--- src/hdl/rcc_pkg.sv ---
`timescale 1ns / 1ps
// ----------------------------------------------------------------------------
// rcc_pkg
// Types, constants and helper functions shared by the calendar clock modules.
// ----------------------------------------------------------------------------
package rcc_pkg;

  // configuration register indexes
  localparam logic CFG_BINARY_FORMAT = 1'b0;
  localparam logic CFG_HOUR_24_MODE  = 1'b1;

  // bit m-1 set when month m has 31 days, padded to 16 bits for a 4-bit index
  localparam logic [15:0] LONG_MONTH_MASK = 16'h0AD5;

  localparam logic [13:0] YEAR_MAX       = 14'd9999;
  localparam logic [13:0] YEAR_RESET     = 14'd2000;
  localparam logic [7:0]  CENTURY_ZERO   = 8'd20;
  localparam logic [7:0]  PM_HOUR_OFFSET = 8'd12;
  // 2^19 / 100 rounded up, exact for years up to 9999
  localparam logic [26:0] RECIP_100      = 27'd5243;
  localparam logic [18:0] DIV100_LIMIT   = 19'd4096;

  typedef struct packed {
    logic binary_format;
    logic hour_24_mode;
  } cfg_t;

  typedef struct packed {
    logic [5:0]  sec;
    logic [5:0]  min;
    logic [4:0]  hour;
    logic [2:0]  wday;
    logic [4:0]  mday;
    logic [3:0]  month;
    logic [13:0] year;
  } cal_t;

  // bcd byte to binary, no digit check; passes through in binary mode
  function automatic logic [7:0] from_raw(input logic [7:0] v, input logic bin);
    logic [7:0] tens;
    tens = {4'd0, v[7:4]} * 8'd10;
    from_raw = bin ? v : (tens + {4'd0, v[3:0]});
  endfunction

  // gregorian leap rule via a reciprocal multiply: the low product bits
  // stay tiny only for multiples of 100, the high bits give the quotient
  function automatic logic is_leap(input logic [13:0] y);
    logic [26:0] prod;
    logic        div100;
    prod   = {13'd0, y} * RECIP_100;
    div100 = prod[18:0] < DIV100_LIMIT;
    is_leap = (y[1:0] == 2'd0) && (!div100 || (prod[20:19] == 2'd0));
  endfunction

  function automatic logic [4:0] month_len(input logic [3:0] m, input logic leap);
    logic [3:0] idx;
    idx = m - 4'd1;
    if (m < 4'd1 || m > 4'd12) begin
      month_len = 5'd31;
    end else if (m == 4'd2) begin
      month_len = leap ? 5'd29 : 5'd28;
    end else begin
      month_len = 5'd30 + {4'd0, LONG_MONTH_MASK[idx]};
    end
  endfunction

endpackage

--- src/hdl/rcc_load.sv ---
`timescale 1ns / 1ps
// ----------------------------------------------------------------------------
// rcc_load
// Converts raw rtc register bytes into a saturated binary calendar.
// ----------------------------------------------------------------------------
module rcc_load import rcc_pkg::*; (
  input  cfg_t       cfg_i,
  input  logic [7:0] raw_second_i,
  input  logic [7:0] raw_minute_i,
  input  logic [7:0] raw_hour_i,
  input  logic [2:0] raw_weekday_i,
  input  logic [7:0] raw_monthday_i,
  input  logic [7:0] raw_month_i,
  input  logic [7:0] raw_year_i,
  input  logic [7:0] raw_century_i,
  output cal_t       cal_o
);

  logic [7:0]  sec_b, min_b, hour_b, mday_b, month_b, year_b, cent_b, cent_adj;
  logic [7:0]  hour_12;
  logic [8:0]  hour_full;
  logic [15:0] year_full;

  always_comb begin
    sec_b   = from_raw(raw_second_i, cfg_i.binary_format);
    min_b   = from_raw(raw_minute_i, cfg_i.binary_format);
    mday_b  = from_raw(raw_monthday_i, cfg_i.binary_format);
    month_b = from_raw(raw_month_i, cfg_i.binary_format);
    year_b  = from_raw(raw_year_i, cfg_i.binary_format);
    cent_b  = from_raw(raw_century_i, cfg_i.binary_format);

    // twelve-hour: strip pm, 12 becomes 0, then add 12 for pm
    if (cfg_i.hour_24_mode) begin
      hour_b    = from_raw(raw_hour_i, cfg_i.binary_format);
      hour_12   = hour_b;
      hour_full = {1'b0, hour_b};
    end else begin
      hour_b    = from_raw({1'b0, raw_hour_i[6:0]}, cfg_i.binary_format);
      hour_12   = (hour_b == PM_HOUR_OFFSET) ? 8'd0 : hour_b;
      hour_full = {1'b0, hour_12} + (raw_hour_i[7] ? {1'b0, PM_HOUR_OFFSET} : 9'd0);
    end

    cent_adj  = (cent_b == 8'd0) ? CENTURY_ZERO : cent_b;
    year_full = ({8'd0, cent_adj} * 16'd100) + {8'd0, year_b};

    cal_o.sec   = (sec_b > 8'd59) ? 6'd59 : sec_b[5:0];
    cal_o.min   = (min_b > 8'd59) ? 6'd59 : min_b[5:0];
    cal_o.hour  = (hour_full > 9'd23) ? 5'd23 : hour_full[4:0];
    cal_o.wday  = (raw_weekday_i == 3'd0) ? 3'd1 : raw_weekday_i;
    cal_o.mday  = (mday_b == 8'd0) ? 5'd1 : ((mday_b > 8'd31) ? 5'd31 : mday_b[4:0]);
    cal_o.month = (month_b == 8'd0) ? 4'd1 : ((month_b > 8'd12) ? 4'd12 : month_b[3:0]);
    cal_o.year  = (year_full > {2'd0, YEAR_MAX}) ? YEAR_MAX : year_full[13:0];
  end

endmodule

--- src/hdl/rcc_advance.sv ---
`timescale 1ns / 1ps
// ----------------------------------------------------------------------------
// rcc_advance
// Adds one second to a calendar, carrying through to the year.
// ----------------------------------------------------------------------------
module rcc_advance import rcc_pkg::*; (
  input  cal_t cal_i,
  output cal_t cal_o
);

  logic [6:0]  sec_inc, min_inc;
  logic [5:0]  hour_inc, mday_inc;
  logic [3:0]  wday_inc;
  logic [4:0]  month_inc, mlen;
  logic [13:0] year_inc;

  always_comb begin
    sec_inc   = {1'b0, cal_i.sec} + 7'd1;
    min_inc   = {1'b0, cal_i.min} + 7'd1;
    hour_inc  = {1'b0, cal_i.hour} + 6'd1;
    wday_inc  = {1'b0, cal_i.wday} + 4'd1;
    mday_inc  = {1'b0, cal_i.mday} + 6'd1;
    month_inc = {1'b0, cal_i.month} + 5'd1;
    year_inc  = (cal_i.year >= YEAR_MAX) ? 14'd0 : (cal_i.year + 14'd1);
    mlen      = month_len(cal_i.month, is_leap(cal_i.year));

    cal_o = cal_i;
    if (sec_inc < 7'd60) begin
      cal_o.sec = sec_inc[5:0];
    end else begin
      cal_o.sec = 6'd0;
      if (min_inc < 7'd60) begin
        cal_o.min = min_inc[5:0];
      end else begin
        cal_o.min = 6'd0;
        if (hour_inc < 6'd24) begin
          cal_o.hour = hour_inc[4:0];
        end else begin
          cal_o.hour = 5'd0;
          cal_o.wday = (wday_inc > 4'd7) ? 3'd1 : wday_inc[2:0];
          // a day loaded past the month length rolls over on the next carry
          if (mday_inc <= {1'b0, mlen}) begin
            cal_o.mday = mday_inc[4:0];
          end else begin
            cal_o.mday = 5'd1;
            if (month_inc <= 5'd12) begin
              cal_o.month = month_inc[3:0];
            end else begin
              cal_o.month = 4'd1;
              cal_o.year  = year_inc;
            end
          end
        end
      end
    end
  end

endmodule

--- src/hdl/rtc_calendar_counter.sv ---
`timescale 1ns / 1ps
// ----------------------------------------------------------------------------
// rtc_calendar_counter
// Calendar clock kept from rtc load and interrupt tick transfers.
// ----------------------------------------------------------------------------
// Takes one item per clock cycle while the result side does not stall and
// gives one result per item: the raw bytes are converted into an input
// register, then the calendar state, which doubles as the result register,
// is updated. Throughput is set by the result register alone: a new item
// moves in whenever the result slot is empty or is being taken. A load item
// (cmd 1) converts bcd or binary bytes, 12- or 24-hour, with century zero
// taken as 20 and out-of-range values saturated. A tick item (cmd 0) counts
// the periodic flag into a 10-bit counter and the update flag into a 32-bit
// uptime count, each update also adding one second with gregorian carries.
// Each result is the full state after its item. After reset the calendar
// reads 00:00:00, weekday 1, 1 January 2000, both counters zero, bcd and
// 24-hour modes. Configuration writes are always taken and should only be
// made while no item is in flight.
// ----------------------------------------------------------------------------
module rtc_calendar_counter import rcc_pkg::*; (
  input  logic        clk_i,
  input  logic        rst_ni,
  // configuration write channel
  input  logic        cfg_valid_i,
  output logic        cfg_ready_o,
  input  logic        cfg_index_i,
  input  logic        cfg_data_i,
  // input item channel
  input  logic        in_valid_i,
  output logic        in_stall_o,
  input  logic        cmd_i,
  input  logic        periodic_flag_i,
  input  logic        update_flag_i,
  input  logic [7:0]  raw_second_i,
  input  logic [7:0]  raw_minute_i,
  input  logic [7:0]  raw_hour_i,
  input  logic [2:0]  raw_weekday_i,
  input  logic [7:0]  raw_monthday_i,
  input  logic [7:0]  raw_month_i,
  input  logic [7:0]  raw_year_i,
  input  logic [7:0]  raw_century_i,
  // result channel
  output logic        out_valid_o,
  input  logic        out_stall_i,
  output logic [5:0]  sec_now_o,
  output logic [5:0]  min_now_o,
  output logic [4:0]  hour_now_o,
  output logic [2:0]  weekday_now_o,
  output logic [4:0]  day_now_o,
  output logic [3:0]  month_now_o,
  output logic [13:0] year_now_o,
  output logic [9:0]  periodic_count_o,
  output logic [31:0] uptime_seconds_o
);

  // configuration
  cfg_t cfg_q;

  // input register: command, flags and the already converted load values
  logic s1_valid_q;
  logic s1_cmd_q, s1_pf_q, s1_uf_q;
  cal_t s1_load_q;
  cal_t load_cal;

  // calendar state, also the result register
  cal_t        cal_q, cal_d, cal_adv;
  logic [9:0]  tick_q, tick_d;
  logic [31:0] uptime_q, uptime_d;
  logic        out_valid_q;

  logic in_take, s2_ready, s2_take;

  // --------------------------------------------------------------------------
  // configuration writes, always ready
  // --------------------------------------------------------------------------
  assign cfg_ready_o = 1'b1;

  always_ff @(posedge clk_i or negedge rst_ni) begin
    if (!rst_ni) begin
      cfg_q.binary_format <= 1'b0;
      cfg_q.hour_24_mode  <= 1'b1;
    end else if (cfg_valid_i && cfg_ready_o) begin
      case (cfg_index_i)
        CFG_BINARY_FORMAT: cfg_q.binary_format <= cfg_data_i;
        CFG_HOUR_24_MODE:  cfg_q.hour_24_mode  <= cfg_data_i;
        default:           cfg_q               <= cfg_q;
      endcase
    end
  end

  // --------------------------------------------------------------------------
  // handshake: result slot frees when empty or taken, input register follows
  // --------------------------------------------------------------------------
  assign s2_ready   = !out_valid_q || !out_stall_i;
  assign s2_take    = s1_valid_q && s2_ready;
  assign in_stall_o = s1_valid_q && !s2_ready;
  assign in_take    = in_valid_i && !in_stall_o;

  // raw byte conversion ahead of the input register
  rcc_load u_load (
    .cfg_i          (cfg_q),
    .raw_second_i   (raw_second_i),
    .raw_minute_i   (raw_minute_i),
    .raw_hour_i     (raw_hour_i),
    .raw_weekday_i  (raw_weekday_i),
    .raw_monthday_i (raw_monthday_i),
    .raw_month_i    (raw_month_i),
    .raw_year_i     (raw_year_i),
    .raw_century_i  (raw_century_i),
    .cal_o          (load_cal)
  );

  always_ff @(posedge clk_i or negedge rst_ni) begin
    if (!rst_ni) begin
      s1_valid_q <= 1'b0;
    end else if (in_take) begin
      s1_valid_q <= 1'b1;
    end else if (s2_take) begin
      s1_valid_q <= 1'b0;
    end
  end

  // payload, no reset needed
  always_ff @(posedge clk_i) begin
    if (in_take) begin
      s1_cmd_q  <= cmd_i;
      s1_pf_q   <= periodic_flag_i;
      s1_uf_q   <= update_flag_i;
      s1_load_q <= load_cal;
    end
  end

  // --------------------------------------------------------------------------
  // state update: load, or tick with counters and one-second carry chain
  // --------------------------------------------------------------------------
  rcc_advance u_advance (
    .cal_i (cal_q),
    .cal_o (cal_adv)
  );

  always_comb begin
    cal_d    = cal_q;
    tick_d   = tick_q;
    uptime_d = uptime_q;
    if (s1_cmd_q) begin
      cal_d = s1_load_q;
    end else begin
      if (s1_pf_q) begin
        tick_d = tick_q + 10'd1;
      end
      if (s1_uf_q) begin
        uptime_d = uptime_q + 32'd1;
        cal_d    = cal_adv;
      end
    end
  end

  always_ff @(posedge clk_i or negedge rst_ni) begin
    if (!rst_ni) begin
      cal_q.sec   <= 6'd0;
      cal_q.min   <= 6'd0;
      cal_q.hour  <= 5'd0;
      cal_q.wday  <= 3'd1;
      cal_q.mday  <= 5'd1;
      cal_q.month <= 4'd1;
      cal_q.year  <= YEAR_RESET;
      tick_q      <= 10'd0;
      uptime_q    <= 32'd0;
      out_valid_q <= 1'b0;
    end else begin
      if (s2_take) begin
        cal_q    <= cal_d;
        tick_q   <= tick_d;
        uptime_q <= uptime_d;
      end
      if (s2_take) begin
        out_valid_q <= 1'b1;
      end else if (!out_stall_i) begin
        out_valid_q <= 1'b0;
      end
    end
  end

  assign out_valid_o      = out_valid_q;
  assign sec_now_o        = cal_q.sec;
  assign min_now_o        = cal_q.min;
  assign hour_now_o       = cal_q.hour;
  assign weekday_now_o    = cal_q.wday;
  assign day_now_o        = cal_q.mday;
  assign month_now_o      = cal_q.month;
  assign year_now_o       = cal_q.year;
  assign periodic_count_o = tick_q;
  assign uptime_seconds_o = uptime_q;

  // --------------------------------------------------------------------------
  // assertions
  // --------------------------------------------------------------------------
  // state only moves on a transfer into the result register
  a_state_hold: assert property (@(posedge clk_i) disable iff (!rst_ni)
    !s2_take |=> ($stable(cal_q) && $stable(tick_q) && $stable(uptime_q)))
    else $error("calendar state changed without an item");

  // calendar always within range
  a_cal_range: assert property (@(posedge clk_i) disable iff (!rst_ni)
    (cal_q.sec <= 6'd59) && (cal_q.min <= 6'd59) && (cal_q.hour <= 5'd23) &&
    (cal_q.wday >= 3'd1) && (cal_q.mday >= 5'd1) && (cal_q.month >= 4'd1) &&
    (cal_q.month <= 4'd12) && (cal_q.year <= YEAR_MAX))
    else $error("calendar field out of range");

  // an update tick counts exactly one event
  a_uptime_step: assert property (@(posedge clk_i) disable iff (!rst_ni)
    (s2_take && !s1_cmd_q && s1_uf_q) |=> (uptime_q == $past(uptime_q) + 32'd1))
    else $error("uptime count did not advance by one");

  // input held back only behind a stalled result
  a_stall_cause: assert property (@(posedge clk_i) disable iff (!rst_ni)
    in_stall_o |-> (out_valid_o && out_stall_i && s1_valid_q))
    else $error("input stalled without a stalled result");

endmodule

--- config.mk ---
export PLATFORM = sky130hd
export DESIGN_NAME = rtc_calendar_counter
export DESIGN_NICKNAME = d
export VERILOG_FILES = /design/src/hdl/rcc_pkg.sv /design/src/hdl/rcc_load.sv /design/src/hdl/rcc_advance.sv /design/src/hdl/rtc_calendar_counter.sv
export SDC_FILE = /design/constraint.sdc
export NUM_CORES = 1
export LEC_CHECK = 0
export ABC_AREA = 1
export BUFFER_PORTS_ARGS = -buffer_cell sky130_fd_sc_hd__buf_2
export CORE_AREA = 4 4 163 165
export CTS_CLUSTER_SIZE = 30
export DETAILED_ROUTE_END_ITERATION = 16
export DIE_AREA = 0 0 167 169
export GPL_ROUTABILITY_DRIVEN = 0
export HOLD_SLACK_MARGIN = 0.05
export PLACE_DENSITY = 0.85
export SYNTH_ARGS = -nofsm -noshare
export SYNTH_HDL_FRONTEND = slang
export SYNTH_SLANG_ARGS = --single-unit
--- constraint.sdc ---
create_clock -name clk_i -period 5.99 [get_ports clk_i]
set_clock_uncertainty 0.1 [all_clocks]
set_input_delay 0.599 -clock clk_i [delete_from_list [all_inputs] [get_ports clk_i]]
set_output_delay 0.599 -clock clk_i [all_outputs]
set_load 0.02 [all_outputs]
==> results of run 1 <==
[stage by stage]
stage                     hold WS [ns]  util (%)  setup TNS, ns  worst slack (ns)
after floorplan                 0.2034         -              0          0.007611
after global placement          0.3541     60.92         -3.368           -0.1987
after detailed placement        0.3600     60.92         -8.659           -0.3645
after CTS                       0.2446     64.81         -5.109           -0.3047
after global routing            0.2413     66.05         -15.19           -0.7762
final                           0.2586     66.05         -9.348           -0.5328
[worst max-delay path, delay by kind of cell, from the launching register on]
kind	cells	cell delay, ns
fa+ha+maj	7	2.53
compound gates	12	1.96
xor+xnor	1	0.14
buf+inv	8	0.70
simple gates	3	0.32
flops	1	0.66
[sequential cells by signal (all words and copies together), names as in the netlist, 2 cells and up]
signal	cells
cfg_q	2
min_now_o	6
weekday_now_o	3
month_now_o	4
periodic_count_o	10
sec_now_o	6
s1_load_q	43
day_now_o	5
hour_now_o	5
year_now_o	14
uptime_seconds_o	32
[layout make-up]
cell class	instances	area, um^2
Clock buffer	19	432.9
Sequential cell	135	3633
Clock inverter	13	146.4
Tap cell	330	412.9
Inverter	293	1116
Multi-Input combinational cell	1162	9218
Timing Repair Buffer	247	1577
Fill cell	1926	8501
[per-layer routing]
layer	GRT usage (%)	wire length, um
met1	28.20	13760
met2	42.96	17780
met3	3.900	1660
met4	9.996	1298
met5	0	28
[worst max-delay path by stage]
stage	startpoint	to	slack, ns	cells after the start
finish	year_now_o[8]	year_now_o[5]	-0.53	31
detailed placement	year_now_o[4]	year_now_o[2]	-0.36	32
CTS	year_now_o[9]	year_now_o[2]	-0.30	35
global route	year_now_o[8]	year_now_o[9]	-0.78	31
global placement	year_now_o[9]	year_now_o[3]	-0.20	30
floorplan	year_now_o[10]	year_now_o[5]	0.008	30
[synth_stat cells (all sizes together), types with 10 or more instances]
library cell    n
inv           292
edfxtp         46
nor2          114
ha            189
or2            14
nand4          18
o21ai          85
nand3          72
a21oi          65
dfrtp          79
a31oi          14
xnor2          33
fa             79
clkbuf         16
dfstp          10
nand2         313
nor3           18
xor2           73
[cells by family after synthesis]
family                   count (synthesis)  synth area share, %
adder cells (fa/ha/maj)                268                29.08
XOR/XNOR                               106                6.897
flip-flops                             135                26.68
multiplexers                             3               0.2213
other                                    1              0.02763
AND/OR/NAND/NOR                        572                18.75
AO/OA/AOI/OAI                          211                9.275
buffers and inverters                  317                9.063
[timing repair]
action / 4_1_cts / 5_1_grt
gates cloned: 3 / 1
resized for setup: 45 / 79
pin swaps: 28 / 40
hold buffers: 1 / 0
hold endpoints to repair: 33 / 0
setup buffers: 16 / 5
endpoints found under the setup margin: 23 / 37
==> reports/qor.json, run 1 <==
{
  "timing": {
    "max_slew.worst_pin.slew_ns": 0.7716,
    "pins_over_their_slew_limit": 0,
    "min_period_over_period_pct": 108.9,
    "rsz0062_at_grt": "true",
    "maxSlewHeadroom_pct": 48.56,
    "final_hold_viol_count": 0,
    "pnr_worst_setup_slack_ns": -0.5328,
    "finalWorstPathRequiredPeriod_ns": 6.523,
    "finalSetupViolCount": 23,
    "maxClockFrequency_mhz": 153.3
  },
  "cells_and_area": {
    "antennaDiodeCount": 0,
    "layout_commonest_cell": "sky130_fd_sc_hd__nand2_1",
    "final_instance_count_without_filler_cells": 2199,
    "design.final.nets": 2193,
    "layout.cell_area.non_filler_um2": 16540,
    "drive_above_1_share_pct": 22.74,
    "final_cell_mix": "sky130_fd_sc_hd__nand2_1, sky130_fd_sc_hd__inv_1, sky130_fd_sc_hd__ha_1",
    "area_growth_syn_to_layout_pct": 21.85
  },
  "clock_tree": {
    "cts_tree": "built",
    "cts_buffer_depth": 2,
    "cts_max_level": 4,
    "clk_root_buffer_cell": "sky130_fd_sc_hd__clkbuf_16",
    "cts_buffers": 17,
    "numClockSinks": 135,
    "path_clk_slew_ns": 0.06,
    "clk-insertion-delay-late_ns": 0.42
  },
  "global_route": {
    "antenna_found_initial": 3,
    "grt_overflow_total": 0,
    "grtUsageTotal_pct": 23.82,
    "grt_first_pass_wirelength_um": 56030,
    "grt_max_degree": 57,
    "via_count_of_the_first_global_routing_pass": 12150
  },
  "floorplanning": {
    "design.core.area_um2": 25040,
    "initial_core_util_pct": 54.20,
    "design.portCount": 157,
    "fp-row-count": 58,
    "die_area_um2": 28220,
    "chipHeight_um": 169,
    "die_w_um": 167
  },
  "yosys": {
    "syn-cell-area_um2": 13570,
    "synthesis.area_per_instance_um2": 8.413,
    "synth_edf_count": 46,
    "synthCells": 1613,
    "ys_dominant_reg_cell": "sky130_fd_sc_hd__dfrtp_1",
    "synth_seq_area_share_pct": 26.68,
    "ys_ff_latch": 135,
    "synthDominantAreaCellType": "sky130_fd_sc_hd__ha_1",
    "mappedNetlistNets": 1950,
    "synthesis.yosys.warnings": 0,
    "async_reset_ff_share_pct": 65.93,
    "yosys.area.top_type_share_pct": 17.43,
    "ys_top_cells_by_area": "sky130_fd_sc_hd__ha_1, sky130_fd_sc_hd__dfrtp_1, sky130_fd_sc_hd__fa_1",
    "netlist-cell-type-count": 65
  },
  "route": {
    "vias_per_cell": 5.392,
    "first_iter_violations": 725,
    "num_vias": 11860,
    "detail-route-antenna-nets": 0,
    "avgRoutedWirePerCell_um": 15.70,
    "detail_route.drc_violations": 0,
    "postRouteWirelength_um": 34530,
    "drt_pass1_iterations": 5
  },
  "setup_path": {
    "startpoint_type": "flop",
    "worst-setup-path-type": "flop to flop",
    "worst_ep_required_time_ns": 6.22,
    "r2r_start": "year_now_o[8]",
    "critical_path.max_stage_delay_ns": 0.66,
    "crit_path_end_kind": "flop",
    "timing.rr.end": "year_now_o[5]",
    "worstPathMaxFanout": 7,
    "crit_path_top_delay_cell": "sky130_fd_sc_hd__dfstp_4",
    "worst_r2r_path_depth": 31,
    "worst-endpoint-arrival_ns": 6.75,
    "regToRegSetupSlack_ns": -0.53
  },
  "placement": {
    "dp_cells": 2146,
    "detailed_place_hpwl_um": 25940,
    "placed_cell_area_um2": 15250,
    "portBuffers": 155
  },
  "status": {
    "status": "finished with violations",
    "violations": "negative setup slack"
  },
  "worst_hold_path": {
    "hold_path.startpoint": "cmd_i",
    "worst_hold_depth": 1,
    "worst_hold_endpoint": "s1_cmd_q",
    "holdCritPathClass": "primary input to flop"
  },
  "run": {
    "drv_cap": 0
  }
}
Power of run 1 is not shown: default switching activity piles up to over one toggle a cycle in this logic, so the estimate is an artifact.
==> inputs of run 2 (changes only) <==
--- a/config.mk
+++ b/config.mk
@@ -13,6 +13,7 @@
 export DIE_AREA = 0 0 167 169
 export GPL_ROUTABILITY_DRIVEN = 0
 export HOLD_SLACK_MARGIN = 0.05
+export MAX_ROUTING_LAYER = met4
 export PLACE_DENSITY = 0.85
 export SYNTH_ARGS = -nofsm -noshare
 export SYNTH_HDL_FRONTEND = slang
==> run 2 against run 1 <==
The run still ends with negative setup slack left. Register-to-register slack barely moved. Critical path depth did not move. Global-route usage rose by 0.71 points. Cell area barely moved. First-iteration DRC count fell by 3.7%. Largest cell class unchanged.
==> reports/qor.json, run 2 (synthesis gave the netlist of run 1 again) <==
{
  "run": {
    "drv_cap": 0
  },
  "route": {
    "vias_per_cell": 5.384,
    "drt_pass1_iterations": 7,
    "postRouteWirelength_um": 34700,
    "num_vias": 11860,
    "avgRoutedWirePerCell_um": 15.76,
    "detail-route-antenna-nets": 0,
    "detail_route.drc_violations": 0,
    "first_iter_violations": 698
  },
  "timing": {
    "pins_over_their_slew_limit": 0,
    "finalSetupViolCount": 23,
    "finalSetupTns_ns": -9.638,
    "maxClockFrequency_mhz": 153.1,
    "rsz0062_at_grt": "true",
    "min_period_over_period_pct": 109.1,
    "finalWorstPathRequiredPeriod_ns": 6.532,
    "max_slew.worst_pin.slew_ns": 0.7684,
    "final_hold_viol_count": 0,
    "pnr_worst_setup_slack_ns": -0.5424,
    "maxSlewHeadroom_pct": 48.77
  },
  "worst_hold_path": {
    "holdCritPathClass": "primary input to flop",
    "worst_hold_depth": 1
  },
  "floorplanning": {
    "design.portCount": 157,
    "die_area_um2": 28220,
    "chipHeight_um": 169,
    "initial_core_util_pct": 54.20,
    "die_w_um": 167,
    "design.core.area_um2": 25040,
    "fp-row-count": 58
  },
  "cells_and_area": {
    "layout_commonest_cell": "sky130_fd_sc_hd__nand2_1",
    "design.final.nets": 2193,
    "largest_reg_flops": 43,
    "drive_above_1_share_pct": 22.74,
    "multi_input_comb_area_um2": 9218,
    "final_cell_mix": "sky130_fd_sc_hd__nand2_1, sky130_fd_sc_hd__inv_1, sky130_fd_sc_hd__ha_1",
    "seq_area_um2": 3633,
    "filler_cell_count": 1925,
    "area_growth_syn_to_layout_pct": 21.91,
    "largest-register": "s1_load_q",
    "final_instance_count_without_filler_cells": 2202
  },
  "setup_path": {
    "cpLargestDelayFamily": "adder cells",
    "path_buf_inv": 8,
    "worstPathMaxFanout": 7,
    "worst-endpoint-arrival_ns": 6.77,
    "worst_ep_required_time_ns": 6.22,
    "worst_r2r_path_depth": 31,
    "crit_path_end_kind": "flop",
    "worst-setup-path-type": "flop to flop",
    "path_length_in_cells_of_the_critical_path": 31,
    "critical_path.max_stage_delay_ns": 0.66,
    "startpoint_type": "flop",
    "crit_path_top_delay_cell": "sky130_fd_sc_hd__dfstp_4"
  },
  "status": {
    "violations": "negative setup slack",
    "status": "finished with violations"
  },
  "placement": {
    "portBuffers": 155,
    "dp_cells": 2146,
    "detailed_place_hpwl_um": 25940
  },
  "clock_tree": {
    "cts_buffers": 17,
    "clk-insertion-delay-late_ns": 0.43,
    "cts_tree": "built",
    "numClockSinks": 135,
    "clk_root_buffer_cell": "sky130_fd_sc_hd__clkbuf_16",
    "cts_buffer_depth": 2,
    "cts_max_level": 4,
    "path_clk_slew_ns": 0.06
  },
  "global_route": {
    "antenna_found_initial": 3,
    "grt_overflow_total": 0,
    "grt_first_pass_wirelength_um": 56030,
    "grtUsageTotal_pct": 24.52,
    "via_count_of_the_first_global_routing_pass": 12150,
    "grt_max_degree": 57
  }
}
## run 2: cell count changes in the layout (fill, tap and decap cells not counted), sizes merged
cell,before,now
diode,0,3
## run 2: final cells by class
class / instances / share of cell area [%]
well taps: 330 / 2.496
clock buffers: 19 / 2.617
multi-input cells: 1162 / 55.72
inverters: 293 / 6.746
clock inverters: 13 / 0.8849
flip-flops and latches: 135 / 21.96
diodes: 3 / 0.04538
repair buffers: 247 / 9.530
## run 2: worst paths after layout
kind                                 startpoint              endpoint  slack, ns
setup / recovery                  year_now_o[8]         year_now_o[5]      -0.54
hold / removal                            cmd_i              s1_cmd_q       0.26
setup reg to reg                  year_now_o[8]         year_now_o[5]      -0.54
hold reg to reg            uptime_seconds_o[31]  uptime_seconds_o[31]       0.37
max in group asynchronous                rst_ni         year_now_o[5]       4.06
min in group asynchronous                rst_ni  uptime_seconds_o[31]       0.55
## run 2: timing repair
item                                    CTS  global route
pin swaps                                28            39
endpoints found under the setup margin   23            37
hold buffers                              1             0
endpoints found under the hold margin    33             0
setup buffers                            16             5
gates cloned                              3             1
resized for setup                        45            79
## run 2: per-layer routing
metal	GRT usage [%]	up-vias	wire length (um)	part of all wire (%)
li1	-	5724	-	-
met1	28.24	5688	13900	40
met3	3.830	88	1607	4.6
met4	9.996	0	1215	3.5
met5	-	-	0	0
met2	42.96	355	17980	52
## run 2: through the flow
step | utilization, % | hold WS, ns | area (um^2) | worst slack [ns]
after floorplan | - | 0.2034 | 13620 | 0.007611
after global routing | 66.08 | 0.2415 | 16540 | -0.7762
final | 66.08 | 0.2592 | 16540 | -0.5424
after global placement | 60.92 | 0.3541 | 15250 | -0.1987
after CTS | 64.81 | 0.2446 | 16230 | -0.3047
after detailed placement | 60.92 | 0.3600 | 15250 | -0.3645
Power of run 2 is left out for the same reason.
